==> src/hw/rtl/ofip_pkg.sv <==
`timescale 1ns / 1ps

package ofip_pkg;

    // Field widths
    localparam int CHAR_W  = 8;
    localparam int COUNT_W = 24;
    localparam int IDX_W   = 25;

    // Default width of the decimal accumulator
    localparam int INDEX_BITS_DEF = 24;

    // Stream widths: input is char plus three counts, output is three indexes
    localparam int S_TDATA_W = 80;
    localparam int M_TDATA_W = 80;
    localparam int M_TUSER_W = 2;

    // Number of index slots in one corner (position, texcoord, normal)
    localparam int SLOT_N = 3;

    // Character codes
    localparam logic [CHAR_W-1:0] CH_NUL   = 8'h00;
    localparam logic [CHAR_W-1:0] CH_TAB   = 8'h09;
    localparam logic [CHAR_W-1:0] CH_LF    = 8'h0A;
    localparam logic [CHAR_W-1:0] CH_VT    = 8'h0B;
    localparam logic [CHAR_W-1:0] CH_FF    = 8'h0C;
    localparam logic [CHAR_W-1:0] CH_CR    = 8'h0D;
    localparam logic [CHAR_W-1:0] CH_SPACE = 8'h20;
    localparam logic [CHAR_W-1:0] CH_MINUS = 8'h2D;
    localparam logic [CHAR_W-1:0] CH_SLASH = 8'h2F;
    localparam logic [CHAR_W-1:0] CH_ZERO  = 8'h30;
    localparam logic [CHAR_W-1:0] CH_NINE  = 8'h39;

    // Index limits and the "absent" marker
    localparam logic signed [IDX_W-1:0] IDX_NONE = -25'sd1;
    localparam int IDX_MAX = 16777215;
    localparam int IDX_MIN = -16777216;

    // One parsed result
    typedef struct packed {
        logic                    corner_valid;
        logic signed [IDX_W-1:0] position_index;
        logic signed [IDX_W-1:0] texcoord_index;
        logic signed [IDX_W-1:0] normal_index;
        logic                    value_overflow;
        logic                    line_end;
    } ofip_result_t;

endpackage

==> src/hw/rtl/ofip_core.sv <==
`timescale 1ns / 1ps

module ofip_core #(
    parameter int INDEX_BITS = ofip_pkg::INDEX_BITS_DEF
) (
    input  logic                          clk,
    input  logic                          rst_n,
    input  logic                          accept,
    input  logic [ofip_pkg::CHAR_W-1:0]   char_code,
    input  logic [ofip_pkg::COUNT_W-1:0]  position_count,
    input  logic [ofip_pkg::COUNT_W-1:0]  texcoord_count,
    input  logic [ofip_pkg::COUNT_W-1:0]  normal_count,
    output logic                          res_valid,
    output ofip_pkg::ofip_result_t        res
);
    import ofip_pkg::*;

    // Product width for acc * 10 + digit, and signed width for index math
    localparam int MW = INDEX_BITS + 4;
    localparam int CW = ((INDEX_BITS > COUNT_W) ? INDEX_BITS : COUNT_W) + 2;
    localparam logic [MW-1:0] ACC_LIMIT = {4'b0000, {INDEX_BITS{1'b1}}};
    localparam logic signed [CW-1:0] V_MAX = CW'(IDX_MAX);
    localparam logic signed [CW-1:0] V_MIN = CW'(IDX_MIN);

    // Parser state
    logic [INDEX_BITS-1:0]   acc_reg, acc_next;
    logic                    neg_reg, neg_next;
    logic [1:0]              slot_reg, slot_next;
    logic signed [IDX_W-1:0] vals_reg [SLOT_N];
    logic signed [IDX_W-1:0] vals_next [SLOT_N];
    logic                    pending_reg, pending_next;
    logic                    ovf_reg, ovf_next;

    // Character classes
    logic                    is_digit, is_minus, is_slash, is_end, is_space;
    logic [CHAR_W-1:0]       digit_off;
    logic [MW-1:0]           acc_wide, prod;

    // Field close
    logic [1:0]              slot_eff;
    logic [COUNT_W-1:0]      cnt_sel;
    logic signed [CW-1:0]    v_raw;
    logic signed [IDX_W-1:0] v_clamp;
    logic                    v_ovf;
    logic signed [IDX_W-1:0] vals_close [SLOT_N];

    assign is_digit = (char_code >= CH_ZERO) && (char_code <= CH_NINE);
    assign is_minus = (char_code == CH_MINUS);
    assign is_slash = (char_code == CH_SLASH);
    assign is_end   = (char_code == CH_NUL) || (char_code == CH_LF) || (char_code == CH_CR);
    assign is_space = (char_code == CH_SPACE) || (char_code == CH_TAB)
                   || (char_code == CH_VT) || (char_code == CH_FF);

    // Decimal step: acc * 10 + digit by shift and add
    assign digit_off = char_code - CH_ZERO;
    assign acc_wide  = {4'b0000, acc_reg};
    assign prod      = (acc_wide << 3) + (acc_wide << 1) + MW'(digit_off[3:0]);

    // Closing a field: pick the slot count, make the index, clamp it
    always_comb
    begin
        slot_eff = (slot_reg == 2'd3) ? 2'd0 : slot_reg;
        unique case (slot_eff)
            2'd0:    cnt_sel = position_count;
            2'd1:    cnt_sel = texcoord_count;
            default: cnt_sel = normal_count;
        endcase

        if (neg_reg && (acc_reg != '0))
        begin
            v_raw = $signed(CW'(cnt_sel)) - $signed(CW'(acc_reg));
        end
        else
        begin
            v_raw = $signed(CW'(acc_reg)) - $signed(CW'(1));
        end

        v_ovf = 1'b0;
        if (v_raw > V_MAX)
        begin
            v_clamp = V_MAX[IDX_W-1:0];
            v_ovf   = 1'b1;
        end
        else if (v_raw < V_MIN)
        begin
            v_clamp = V_MIN[IDX_W-1:0];
            v_ovf   = 1'b1;
        end
        else
        begin
            v_clamp = v_raw[IDX_W-1:0];
        end

        // Slots before the current one keep their value, later ones are absent
        for (int k = 0; k < SLOT_N; k++)
        begin
            if (2'(k) == slot_eff)
            begin
                vals_close[k] = v_clamp;
            end
            else if (2'(k) > slot_eff)
            begin
                vals_close[k] = IDX_NONE;
            end
            else
            begin
                vals_close[k] = vals_reg[k];
            end
        end
    end

    // Next state and result
    always_comb
    begin
        acc_next     = acc_reg;
        neg_next     = neg_reg;
        slot_next    = slot_reg;
        pending_next = pending_reg;
        ovf_next     = ovf_reg;
        for (int k = 0; k < SLOT_N; k++)
        begin
            vals_next[k] = vals_reg[k];
        end

        res_valid          = 1'b0;
        res.corner_valid   = 1'b0;
        res.position_index = IDX_NONE;
        res.texcoord_index = IDX_NONE;
        res.normal_index   = IDX_NONE;
        res.value_overflow = 1'b0;
        res.line_end       = is_end;

        if (accept)
        begin
            priority if (is_digit)
            begin
                if (prod > ACC_LIMIT)
                begin
                    acc_next = {INDEX_BITS{1'b1}};
                    ovf_next = 1'b1;
                end
                else
                begin
                    acc_next = prod[INDEX_BITS-1:0];
                end
                pending_next = 1'b1;
            end
            else if (is_minus)
            begin
                neg_next     = 1'b1;
                pending_next = 1'b1;
            end
            else if (is_slash)
            begin
                vals_next[slot_eff] = v_clamp;
                ovf_next     = ovf_reg | v_ovf;
                acc_next     = '0;
                neg_next     = 1'b0;
                slot_next    = (slot_reg >= 2'd2) ? 2'd0 : slot_reg + 2'd1;
                pending_next = 1'b1;
            end
            else if (is_end || is_space)
            begin
                if (pending_reg)
                begin
                    res_valid          = 1'b1;
                    res.corner_valid   = 1'b1;
                    res.position_index = vals_close[0];
                    res.texcoord_index = vals_close[1];
                    res.normal_index   = vals_close[2];
                    res.value_overflow = ovf_reg | v_ovf;
                end
                else if (is_end)
                begin
                    res_valid = 1'b1;
                end

                // Any emission returns the parser to its idle state
                if (pending_reg || is_end)
                begin
                    acc_next     = '0;
                    neg_next     = 1'b0;
                    slot_next    = 2'd0;
                    pending_next = 1'b0;
                    ovf_next     = 1'b0;
                    for (int k = 0; k < SLOT_N; k++)
                    begin
                        vals_next[k] = IDX_NONE;
                    end
                end
            end
        end
    end

    // State registers
    always_ff @(posedge clk or negedge rst_n)
    begin
        if (!rst_n)
        begin
            acc_reg     <= '0;
            neg_reg     <= 1'b0;
            slot_reg    <= 2'd0;
            pending_reg <= 1'b0;
            ovf_reg     <= 1'b0;
            for (int k = 0; k < SLOT_N; k++)
            begin
                vals_reg[k] <= IDX_NONE;
            end
        end
        else
        begin
            acc_reg     <= acc_next;
            neg_reg     <= neg_next;
            slot_reg    <= slot_next;
            pending_reg <= pending_next;
            ovf_reg     <= ovf_next;
            for (int k = 0; k < SLOT_N; k++)
            begin
                vals_reg[k] <= vals_next[k];
            end
        end
    end

endmodule

==> src/hw/rtl/ofip_out_skid.sv <==
`timescale 1ns / 1ps

module ofip_out_skid (
    input  logic                   clk,
    input  logic                   rst_n,
    input  logic                   in_valid,
    output logic                   in_ready,
    input  ofip_pkg::ofip_result_t in_data,
    output logic                   out_valid,
    input  logic                   out_ready,
    output ofip_pkg::ofip_result_t out_data
);
    import ofip_pkg::*;

    // Output stage plus one spare entry; ready comes straight from a flop
    logic         out_valid_reg, out_valid_next;
    logic         spare_valid_reg, spare_valid_next;
    ofip_result_t out_data_reg, out_data_next;
    ofip_result_t spare_data_reg, spare_data_next;
    logic         push, pop;

    assign in_ready  = !spare_valid_reg;
    assign out_valid = out_valid_reg;
    assign out_data  = out_data_reg;
    assign push      = in_valid && !spare_valid_reg;
    assign pop       = out_valid_reg && out_ready;

    // Refill the output stage from the spare first, then from the input
    always_comb
    begin
        out_valid_next   = out_valid_reg;
        spare_valid_next = spare_valid_reg;
        out_data_next    = out_data_reg;
        spare_data_next  = spare_data_reg;
        if (pop || !out_valid_reg)
        begin
            if (spare_valid_reg)
            begin
                out_valid_next   = 1'b1;
                out_data_next    = spare_data_reg;
                spare_valid_next = 1'b0;
            end
            else
            begin
                out_valid_next = push;
                out_data_next  = in_data;
            end
        end
        else if (push)
        begin
            spare_valid_next = 1'b1;
            spare_data_next  = in_data;
        end
    end

    always_ff @(posedge clk or negedge rst_n)
    begin
        if (!rst_n)
        begin
            out_valid_reg   <= 1'b0;
            spare_valid_reg <= 1'b0;
        end
        else
        begin
            out_valid_reg   <= out_valid_next;
            spare_valid_reg <= spare_valid_next;
        end
    end

    // Payload needs no reset
    always_ff @(posedge clk)
    begin
        out_data_reg   <= out_data_next;
        spare_data_reg <= spare_data_next;
    end

endmodule

==> src/hw/rtl/obj_face_index_parser_unit.sv <==
`timescale 1ns / 1ps

// Channel | Dir | Signals                          | Carries
// s_*     | in  | tvalid tready tdata[79:0]        | one face-line character plus counts
// m_*     | out | tvalid tready tdata tuser tlast  | one finished corner or line-end marker
//
// One character is taken per cycle, every cycle, as long as the output buffer has room.
// A result is formed from the character that closes it and registered in the output buffer before it appears on m_*.
// s_tready comes from the occupancy flop of a two-entry output buffer; it drops only
// when both entries hold results that downstream has not taken.
// rst_n clears the parser to an empty token and empties the output buffer.
module obj_face_index_parser_unit #(
    parameter int INDEX_BITS = ofip_pkg::INDEX_BITS_DEF
) (
    input  logic                             clk,
    input  logic                             rst_n,
    input  logic                             s_tvalid,
    output logic                             s_tready,
    // [7:0] char_code, [31:8] position_count, [55:32] texcoord_count,
    // [79:56] normal_count
    input  logic [ofip_pkg::S_TDATA_W-1:0]   s_tdata,
    output logic                             m_tvalid,
    input  logic                             m_tready,
    // [24:0] position_index, [49:25] texcoord_index, [74:50] normal_index,
    // [79:75] zero
    output logic [ofip_pkg::M_TDATA_W-1:0]   m_tdata,
    // [0] corner_valid, [1] value_overflow
    output logic [ofip_pkg::M_TUSER_W-1:0]   m_tuser,
    output logic                             m_tlast
);
    import ofip_pkg::*;

    logic         accept;
    logic         res_valid;
    ofip_result_t res;
    ofip_result_t out_res;

    // Request accepted when the buffer has room
    assign accept = s_tvalid && s_tready;

    ofip_core #(
        .INDEX_BITS (INDEX_BITS)
    ) u_core (
        .clk            (clk),
        .rst_n          (rst_n),
        .accept         (accept),
        .char_code      (s_tdata[7:0]),
        .position_count (s_tdata[31:8]),
        .texcoord_count (s_tdata[55:32]),
        .normal_count   (s_tdata[79:56]),
        .res_valid      (res_valid),
        .res            (res)
    );

    ofip_out_skid u_out_skid (
        .clk       (clk),
        .rst_n     (rst_n),
        .in_valid  (res_valid),
        .in_ready  (s_tready),
        .in_data   (res),
        .out_valid (m_tvalid),
        .out_ready (m_tready),
        .out_data  (out_res)
    );

    // Output packing
    assign m_tdata = {5'b00000, out_res.normal_index, out_res.texcoord_index,
                      out_res.position_index};
    assign m_tuser = {out_res.value_overflow, out_res.corner_valid};
    assign m_tlast = out_res.line_end;

endmodule
==> config.mk <==
export PLATFORM = sky130hd
export DESIGN_NAME = obj_face_index_parser_unit
export DESIGN_NICKNAME = d
export VERILOG_FILES = /design/src/hw/rtl/ofip_pkg.sv /design/src/hw/rtl/ofip_core.sv /design/src/hw/rtl/ofip_out_skid.sv /design/src/hw/rtl/obj_face_index_parser_unit.sv
export SDC_FILE = /design/constraint.sdc
export NUM_CORES = 1
export LEC_CHECK = 0
export BUFFER_PORTS_ARGS = -buffer_cell sky130_fd_sc_hd__buf_2
export CORE_ASPECT_RATIO = 0.8
export CORE_MARGIN = 4
export CORE_UTILIZATION = 60
export CTS_CLUSTER_DIAMETER = 100
export CTS_CLUSTER_SIZE = 8
export DETAILED_ROUTE_END_ITERATION = 8
export GPL_ROUTABILITY_DRIVEN = 0
export PLACE_DENSITY = 0.81
export SLEW_MARGIN = 20
export SYNTH_ARGS = -nofsm -noshare
export SYNTH_HDL_FRONTEND = slang
export SYNTH_SLANG_ARGS = --single-unit
==> constraint.sdc <==
create_clock -name clk -period 8.92 [get_ports clk]
set_clock_uncertainty 0.1 [all_clocks]
set_input_delay 0.892 -clock clk [delete_from_list [all_inputs] [get_ports clk]]
set_output_delay 0.892 -clock clk [all_outputs]
set_load 0.02 [all_outputs]
==> impl_metrics.yaml, run 1 <==
pwr:
  p_comb_share_pct: 42.9
  p_sw_uw: 2090
  peakVddDrop_uv: 218
  clkPwrFrac_pct: 25.5
  power_density_nw_per_um2: 308
  power_leakage_uw: 0.00671
  seqPwrFrac_pct: 31.6
  p_sw_share_pct: 39.3
  p_int_uw: 3220
  finalPower_uw: 5310
global_routing:
  grt_pass1_vias: 12100
  grt.overflow.total: 0
  grt_max_degree: 81
  grt_first_pass_wirelength_mm: 64.5
  antenna_found_initial: 0
  grt_use_total_pct: 28.7
placed_design:
  portBuffers: 163
  post-place-ws_ns: 3.76
  dp_hpwl_mm: 26.5
  placed_area_um2: 16000
synth:
  syn_inst: 1434
  synthDominantCellAreaShare_pct: 31.0
  synth-edff-count: 156
  synth.avg_cell_area_um2: 10.5
  synthMuxAreaShare_pct: 0.563
  synthSimpleGateAreaFrac_pct: 10.7
  synth_cell_types: 92
  synth_top_family_by_area: "compound AO/OA/AOI/OAI gates"
  synth_top_area_cell: "edfxtp_1"
  async_reset_ff_share_pct: 40.5
  synth_fa_ha_area_share_pct: 6.68
  yosysWarnings: 0
  synth_compound_area_share_pct: 25.8
  ys_top_cells_by_area: "edfxtp_1, dfstp_2, ha_1, dfrtp_1, a2bb2oi_1"
  synth_ff_type: "edfxtp_1"
  synthXorXnorAreaFrac_pct: 2.66
  synth_seq_area_share_pct: 49.1
  netlist_area_um2: 15100
  ys_seq_elements: 262
floorplanning:
  die_h_um: 150
  start_util_pct: 61.6
  rows: 51
  core_um2: 24600
  dieWidth_um: 186
  dieArea_um2: 27800
  pin_count: 169
route:
  drc: 0
  wl_per_cell_um: 21.3
  vias_per_cell: 6.58
  drtPass1Iterations: 5
  routed_wl_mm: 40.4
  vias: 12500
  ant_nets: 0
  drt_iter0_markers: 1317
layout:
  nets: 1718
  drive_gt1_share_pct: 22.3
  seqCellArea_um2: 7430
  finish.utilization_pct: 70.1
  multi_input_area_um2: 7070
  fin_area_um2: 17200
  fillers: 1782
  area_growth_syn_to_layout_pct: 13.8
  n_antenna_cell: 0
critical_path:
  crit_path_max_fanout: 24
  criticalPathCategory: "register to register"
  worstSetupStartpointType: "register"
  crit_chain: "inv_1, ha_1, buf_4, a22oi_1, o21ai_0, ha_1, nor2b_1, o31a_1, o31ai_2, o21a_1, a2111oi_0, or4_1, a31oi_2, a221oi_1"
  crit_path_max_incr_delay_ns: 0.83
  worst_path_most_repeated_cell: "ha_1"
  critPathArrivalTime_ns: 5.37
  required_ns: 9.03
  cp_slowest_cell: "ha_1"
  endpoint_kind: "register"
clocking:
  cts_hold_buf: 0
  cts_buffers: 38
  htreeDepth: 2
  path_clk_slew_ns: 0.06
  clock_latency_ns: 0.52
  clockRootBuffer: "clkbuf_16"
  cts_setup_buffers: 0
  clock_sinks: 262
  cts.path.max_buffers: 3
  cts_tree: "done"
  cts-resized-gates: 0
timing:
  fin_ws_ns: 3.66
  timing.fmax_ghz: 0.190
  period_share_pct: 59.0
  tightest_slew_ns: 1.14
  min_period_ns: 5.26
  hold_viol: 0
  slew_headroom_pct: 24.3
  finalSetupViolations: 0
  slew_viol_final: 0
  fin_tns_setup_ns: 0
  grt_setup_unrepaired: "false"
run_status:
  status: "completed"
job:
  max_cap_violations: 0
min_path:
  hold_class: "primary input to asynchronous set/reset pin"
routing by layer:
metal / share of wire (%) / track usage [%] / wire length, µm / vias to the layer above
li1: - / - / - / 5688
met1: 42 / 40.9 / 17000 / 6124
met2: 47 / 45.2 / 19100 / 621
met3: 8.1 / 5.20 / 3290 / 84
met4: 2.5 / 8.91 / 1020 / 0
met5: 0 / 0 / 0 / -
layout make-up:
class | count | area share, %
inverters | 54 | 1.18
flip-flops and latches | 262 | 43.2
clock buffers | 68 | 6.36
repair buffers | 181 | 5.74
well taps | 318 | 2.31
clock inverters | 2 | 0.167
multi-input cells | 1018 | 41.1
power by group through the flow:
stage | Sequential [µW] | Clock [µW] | Combinational [µW]
final | 1680 | 1360 | 2280
after global routing | 1700 | 1430 | 2510
after CTS | 1670 | 1360 | 2240
after detailed placement | 1680 | 0 | 2210
after global placement | 1680 | 0 | 2150
after floorplan | 1630 | 0 | 1750
cells in the mapped netlist, types with 7 or more instances:
library cell  instances
ha_1                 76
o21a_1               37
clkbuf_1             74
and3_1                8
a22o_1               10
o22a_1               15
or3_1                11
dfstp_2              75
nand3_1              23
xnor2_1              28
a22oi_1              24
nand2_1             121
nand2b_1             10
buf_4                 7
a211oi_1              7
nand4_1              11
xor2_1               18
dfrtp_1              31
o21ai_0              62
o211ai_1             16
o22ai_1              17
buf_2                13
nor3_1               17
and2_1               11
a21oi_1             117
a2bb2oi_1            77
edfxtp_1            156
a21o_1               31
nor2_1               91
a21oi_2              11
a31oi_1              35
inv_1                53
a221oi_1             17
metrics by stage:
step | std cells | hold slack (ns)
after CTS | 1900 | 0.232
final | 1903 | 0.221
after floorplan | 1438 | 0.342
after global placement | 1830 | 0.388
after detailed placement | 1830 | 0.391
after global routing | 1903 | 0.253
path summary, 6_finish.rpt:
kind	end	depth (start not counted)	startpoint	slack, ns
setup / recovery	u_out_skid.out_data[75]	14	u_core.slot_reg[1]	3.66
hold / removal	u_core.acc_reg[15]	1	rst_n	0.22
setup reg to reg	u_out_skid.out_data[75]	14	u_core.slot_reg[1]	3.66
hold reg to reg	u_core.vals_reg[28]	1	u_core.vals_reg[28]	0.40
max in group asynchronous	u_core.acc_reg[3]	2	rst_n	7.13
min in group clk	u_core.vals_reg[28]	1	u_core.vals_reg[28]	0.40
placed cells by master, fill, tap and decap left out, drive strengths merged, types with 11 or more instances in the layout:
cell | netlist | routed
a21o | 31 | 31
a21oi | 128 | 128
a221oi | 18 | 18
a22oi | 24 | 24
a2bb2oi | 77 | 77
a31oi | 42 | 42
and2 | 13 | 13
buf | 30 | 181
clkbuf | 74 | 68
dfrtp | 31 | 31
dfstp | 75 | 75
edfxtp | 156 | 156
ha | 76 | 76
inv | 54 | 56
nand2 | 121 | 121
nand3 | 24 | 24
nand4 | 11 | 11
nor2 | 91 | 91
nor3 | 18 | 18
o211ai | 17 | 17
o21a | 37 | 37
o21ai | 67 | 67
o22a | 16 | 16
o22ai | 17 | 17
or3 | 11 | 11
xnor2 | 28 | 28
xor2 | 18 | 18
critical path: cells and delay by family (launching register included):
| family | cells | cell delay (ns) |
|---|---|---|
| AOI/OAI and AO/OA | 8 | 2.12 |
| adders and majority gates | 2 | 1.13 |
| buffers and inverters | 2 | 0.48 |
| DFF | 1 | 0.41 |
| and+or+nand+nor | 2 | 0.70 |
kinds of logic (layout without fill, tap and decap cells):
group,count (synthesis),in the layout
xor gates and xnor gates,46,46
DFF,262,262
other,1,5
AOI/OAI and AO/OA,543,543
buffers and inverters,158,305
muxes,7,7
adders and majority gates,79,79
and+or+nand+nor,338,338
(Power assumes the default switching activity.)
==> run 2: changes to the inputs <==
clock period = 5 ns   (was 8.92 ns; I/O delays follow)
==> run 2 against run 1 <==
Compared with the run above:
- wire length shrank 0.45%
- maximum frequency grew 13%
- critical path depth unchanged
- combinational power increased by 78%
- setup slack got worse by 3.3 ns
- die area unchanged
- clock-buffer cell count decreased by 2
- utilization is essentially flat
- global-route usage barely moved
- sequential share of layout area barely moved
- critical endpoint is now u_out_skid.out_data[25]
==> impl_metrics.yaml, run 2 (synthesis gave the netlist of run 1 again) <==
run_status:
  status: "completed"
layout:
  area_growth_syn_to_layout_pct: 13.8
  final_common_cell: "buf_2"
  mostFrequentLayoutCells: "buf_2, edfxtp_1, nand2_1"
  drive_gt1_share_pct: 22.3
  nets: 1719
  n_antenna_cell: 0
pwr:
  power_leakage_uw: 0.00671
  peakVddDrop_uv: 476
  power_density_nw_per_um2: 550
  finalPower_uw: 9460
critical_path:
  required_ns: 5.10
  endpoint_kind: "register"
  criticalPathCategory: "register to register"
  critPathArrivalTime_ns: 4.78
  worstSetupStartpointType: "register"
  crit_path_max_fanout: 26
global_routing:
  grt_use_total_pct: 28.8
  grt_pass1_vias: 12100
  grt_max_degree: 79
  grt.overflow.total: 0
  antenna_found_initial: 0
  grt_first_pass_wirelength_mm: 64.2
clocking:
  path_clk_slew_ns: 0.05
  cts-resized-gates: 0
  clockRootBuffer: "clkbuf_16"
  cts_tree: "done"
  cts.path.max_buffers: 3
  cts_buffers: 38
  cts_hold_buf: 0
  cts_setup_buffers: 0
  htreeDepth: 2
  clock_sinks: 262
  clock_latency_ns: 0.52
job:
  max_cap_violations: 0
timing:
  grt_setup_unrepaired: "false"
  slew_headroom_pct: 21.4
  timing.fmax_ghz: 0.214
  hold_viol: 0
  period_share_pct: 93.6
  fin_ws_ns: 0.321
  slew_viol_final: 0
  fin_tns_setup_ns: 0
  finalSetupViolations: 0
  min_period_ns: 4.68
  tightest_slew_ns: 1.18
placed_design:
  portBuffers: 163
  post-place-ws_ns: 0.445
  dp_hpwl_mm: 27.1
floorplanning:
  dieWidth_um: 186
  start_util_pct: 61.6
  die_h_um: 150
  core_um2: 24600
  rows: 51
  pin_count: 169
  dieArea_um2: 27800
route:
  vias_per_cell: 6.52
  drtPass1Iterations: 6
  wl_per_cell_um: 21.2
  routed_wl_mm: 40.3
  drt_iter0_markers: 1165
  highest_layer: "met4"
  vias: 12400
  wl_met3_mm: 3.42
  ant_nets: 0
  wl_met2_mm: 18.3
  drc: 0
  met1_length_mm: 17.2
min_path:
  hold_class: "primary input to asynchronous set/reset pin"
-- run 2: stage by stage --
| stage | hold WS, ns | util (%) | std cells | cell area, µm² |
|---|---|---|---|---|
| floorplan | 0.104 | - | 1438 | 15100 |
| global placement | 0.389 | 65.4 | 1832 | 16100 |
| detailed placement | 0.393 | 65.4 | 1832 | 16100 |
| CTS | 0.0333 | 69.9 | 1900 | 17200 |
| global route | 0.0685 | 70.1 | 1902 | 17200 |
| finish | 0.0335 | 70.1 | 1902 | 17200 |
-- run 2: worst max-delay path, stage by stage (launching register included) --
cell      delay, ns
dfrtp_1        0.41
inv_1          0.10
ha_1           0.54
buf_4          0.46
a22oi_1        0.15
o21ai_0        0.39
ha_1           0.43
a21o_1         0.22
a21o_1         0.16
a21o_1         0.19
nand2_1        0.07
nor2_1         0.05
or4_1          0.56
a31oi_2        0.38
a221oi_1       0.13
-- run 2: final timing paths --
kind | start | endpoint | slack (ns) | cells after the start
max reg2reg | u_core.slot_reg[1] | u_out_skid.out_data[25] | 0.32 | 14
min | rst_n | u_core.acc_reg[14] | 0.03 | 1
min reg2reg | u_core.vals_reg[25] | u_core.vals_reg[25] | 0.40 | 1
max | u_core.slot_reg[1] | u_out_skid.out_data[25] | 0.32 | 14
min in group clk | s_tdata[0] | u_core.acc_reg[0] | 0.25 | 3
max in group asynchronous | rst_n | u_core.vals_reg[58] | 3.68 | 2
-- run 2: layout make-up --
class / instances / area [µm²]
clock inverter: 2 / 28.8
fill: 1784 / 7350
inverter: 54 / 203
multi-input combinational: 1018 / 7070
tap: 318 / 398
clock buffer: 66 / 1090
sequential: 262 / 7430
timing repair buffer: 182 / 997
-- run 2: power breakdown --
part	internal [µW]	switching, µW	leakage (µW)
clock	1470	936	0.000533
sequential	2690	309	0.00270
combinational	1600	2460	0.00348
total	5760	3710	0.00671
-- run 2: routing by layer --
metal / track usage [%] / up-vias
li1: - / 5686
met1: 41.0 / 5980
met2: 44.3 / 627
met3: 5.52 / 113
met4: 10.3 / 0
met5: 0 / -
==> run 3: changes to the inputs <==
RECOVER_POWER = 50   (was unset)
REMOVE_ABC_BUFFERS = 1   (was unset)
==> run 3 against run 2 <==
Compared with the run above:
- the run now ends with max-capacitance violations, max-slew violations left
- clock power about the same
- register-to-register slack gained 0.18 ns
- sequential power about the same
- first-iteration DRC count increased by 19%
- cell count rose by 0.11%
- global-route usage up 0.46 points
- via count increased by 1.1%
- sequential share of layout area increased by 0.34 points
- maximum frequency up 4.0%
- combinational power barely moved
- flip-flop and latch count unchanged
- critical path type unchanged
- critical endpoint unchanged
- largest power group unchanged
- highest routed layer unchanged
==> impl_metrics.yaml, run 3 (synthesis gave the netlist of run 1 again) <==
run_status:
  status: "complete, but fails checks"
  violations: "max-capacitance violations, max-slew violations"
timing:
  hold_viol: 0
  min_period_ns: 4.50
  timing.fmax_ghz: 0.222
  fin_tns_setup_ns: 0
  period_share_pct: 90.0
  finalSetupViolations: 0
  tightest_slew_ns: 2.37
  timing.hold.ws_ns: 0.265
  slew_viol_final: 301
  slew_headroom_pct: -58.0
  grt_setup_unrepaired: "false"
min_path:
  worstHoldPathCells: 2
  hold_class: "primary input to register"
  hold_path_startpoint: "s_tdata[5]"
  hold_end: "u_out_skid.spare_data_reg[0]"
layout:
  n_antenna_cell: 0
  fillers: 1849
  final_common_cell: "edfxtp_1"
  mostFrequentLayoutCells: "edfxtp_1, nand2_1, a21oi_1"
  area_growth_syn_to_layout_pct: 12.9
  instances_no_fill: 1904
  fin_area_um2: 17100
  drive_gt1_share_pct: 17.1
  nets: 1725
critical_path:
  crit_path_max_fanout: 19
  worstSetupStartpoint: "u_core.slot_reg[1]"
  worst_path_most_repeated_cell: "ha_1"
  worstSetupStartpointType: "register"
  critPathArrivalTime_ns: 4.61
  cpLargestDelayFamily: "compound AO/OA/AOI/OAI gates"
  cp_slowest_cell: "or4_1"
  worstReg2RegStart: "u_core.slot_reg[1]"
  crit_buf_inv: 2
  crit_chain: "inv_1, ha_1, inv_2, a22oi_1, o21ai_0, ha_1, nor2b_1, o31a_1, o31ai_2, o21a_1, a2111oi_0, or4_1, a31oi_2, a221oi_1"
  endpoint_kind: "register"
  r2r_cells: 14
  r2r_setup_slack_ns: 0.50
  crit_path_max_incr_delay_ns: 0.55
  required_ns: 5.11
  criticalPathCategory: "register to register"
  timing.rr.end: "u_out_skid.out_data[25]"
route:
  wl_per_cell_um: 21.8
  drc: 0
  ant_nets: 0
  routed_wl_mm: 41.4
  vias: 12500
  vias_per_cell: 6.59
  drt_iter0_markers: 1389
  drtPass1Iterations: 6
pwr:
  power_leakage_uw: 0.00659
  peakVddDrop_uv: 326
  power_density_nw_per_um2: 553
floorplanning:
  die_h_um: 150
  rows: 51
  core_um2: 24600
  dieArea_um2: 27800
  start_util_pct: 61.6
  pin_count: 169
  dieWidth_um: 186
global_routing:
  antenna_found_initial: 0
  grt_pass1_vias: 12100
  grt.overflow.total: 0
  grt_use_total_pct: 29.2
  grt_first_pass_wirelength_mm: 65.0
  grt_max_degree: 81
clocking:
  cts.path.max_buffers: 3
  clock_sinks: 262
  cts_setup_buffers: 0
  cts-resized-gates: 0
  clock_latency_ns: 0.52
  path_clk_slew_ns: 0.05
  cts_hold_buf: 0
  cts_tree: "done"
  cts_buffers: 38
  clockRootBuffer: "clkbuf_16"
  htreeDepth: 2
placed_design:
  portBuffers: 163
  placed_area_um2: 16100
  dp.cells: 1837
  dp_hpwl_mm: 27.4
job:
  max_cap_violations: 7
-- run 3: worst max-delay path by stage --
stage | slack (ns) | depth (start not counted) | to
4_1_cts | 0.53 | 14 | u_out_skid.out_data[50]
6_report | 0.50 | 14 | u_out_skid.out_data[25]
3_3_place_gp | 0.71 | 14 | u_out_skid.out_data[25]
5_1_grt | 0.20 | 5 | u_out_skid.spare_data_reg[40]
2_1_floorplan | -1.49 | 2 | u_out_skid.spare_data_reg[0]
3_5_place_dp | 0.57 | 14 | u_out_skid.out_data[25]
-- run 3: area by class of cell --
cell class	instances	area [µm²]	area share (%)
clock buffers	62	1070	6.28
clock inverters	2	28.8	0.168
inverters	54	203	1.19
multi-input cells	1018	7050	41.3
flip-flops and latches	262	7430	43.5
well taps	318	398	2.33
repair buffers	188	901	5.27
-- run 3: report_power, final --
part	switching [µW]	total [µW]	leakage, µW	internal (µW)
clock network	923	2380	0.000528	1460
registers	300	2990	0.00270	2690
logic	2490	4080	0.00336	1590
total	3720	9450	0.00659	5730
-- run 3: metal layers --
| metal | global-route usage, % | vias to the layer above | routed length (µm) |
|---|---|---|---|
| met5 | 0.364 | - | 0 |
| met4 | 9.39 | 0 | 1030 |
| met3 | 4.86 | 92 | 4030 |
| met2 | 44.7 | 675 | 18400 |
| met1 | 42.8 | 6071 | 18000 |
| li1 | - | 5702 | - |
-- run 3: metrics by stage --
| stage | total power, µW | utilization (%) | worst slack [ns] |
|---|---|---|---|
| finish | 9450 | 69.5 | 0.499 |
| global route | 9970 | 69.5 | 0.204 |
| CTS | 9370 | 70.0 | 0.533 |
| detailed placement | 6960 | 65.5 | 0.568 |
| global placement | 6810 | 65.5 | 0.710 |
| floorplan | 5970 | - | -1.49 |
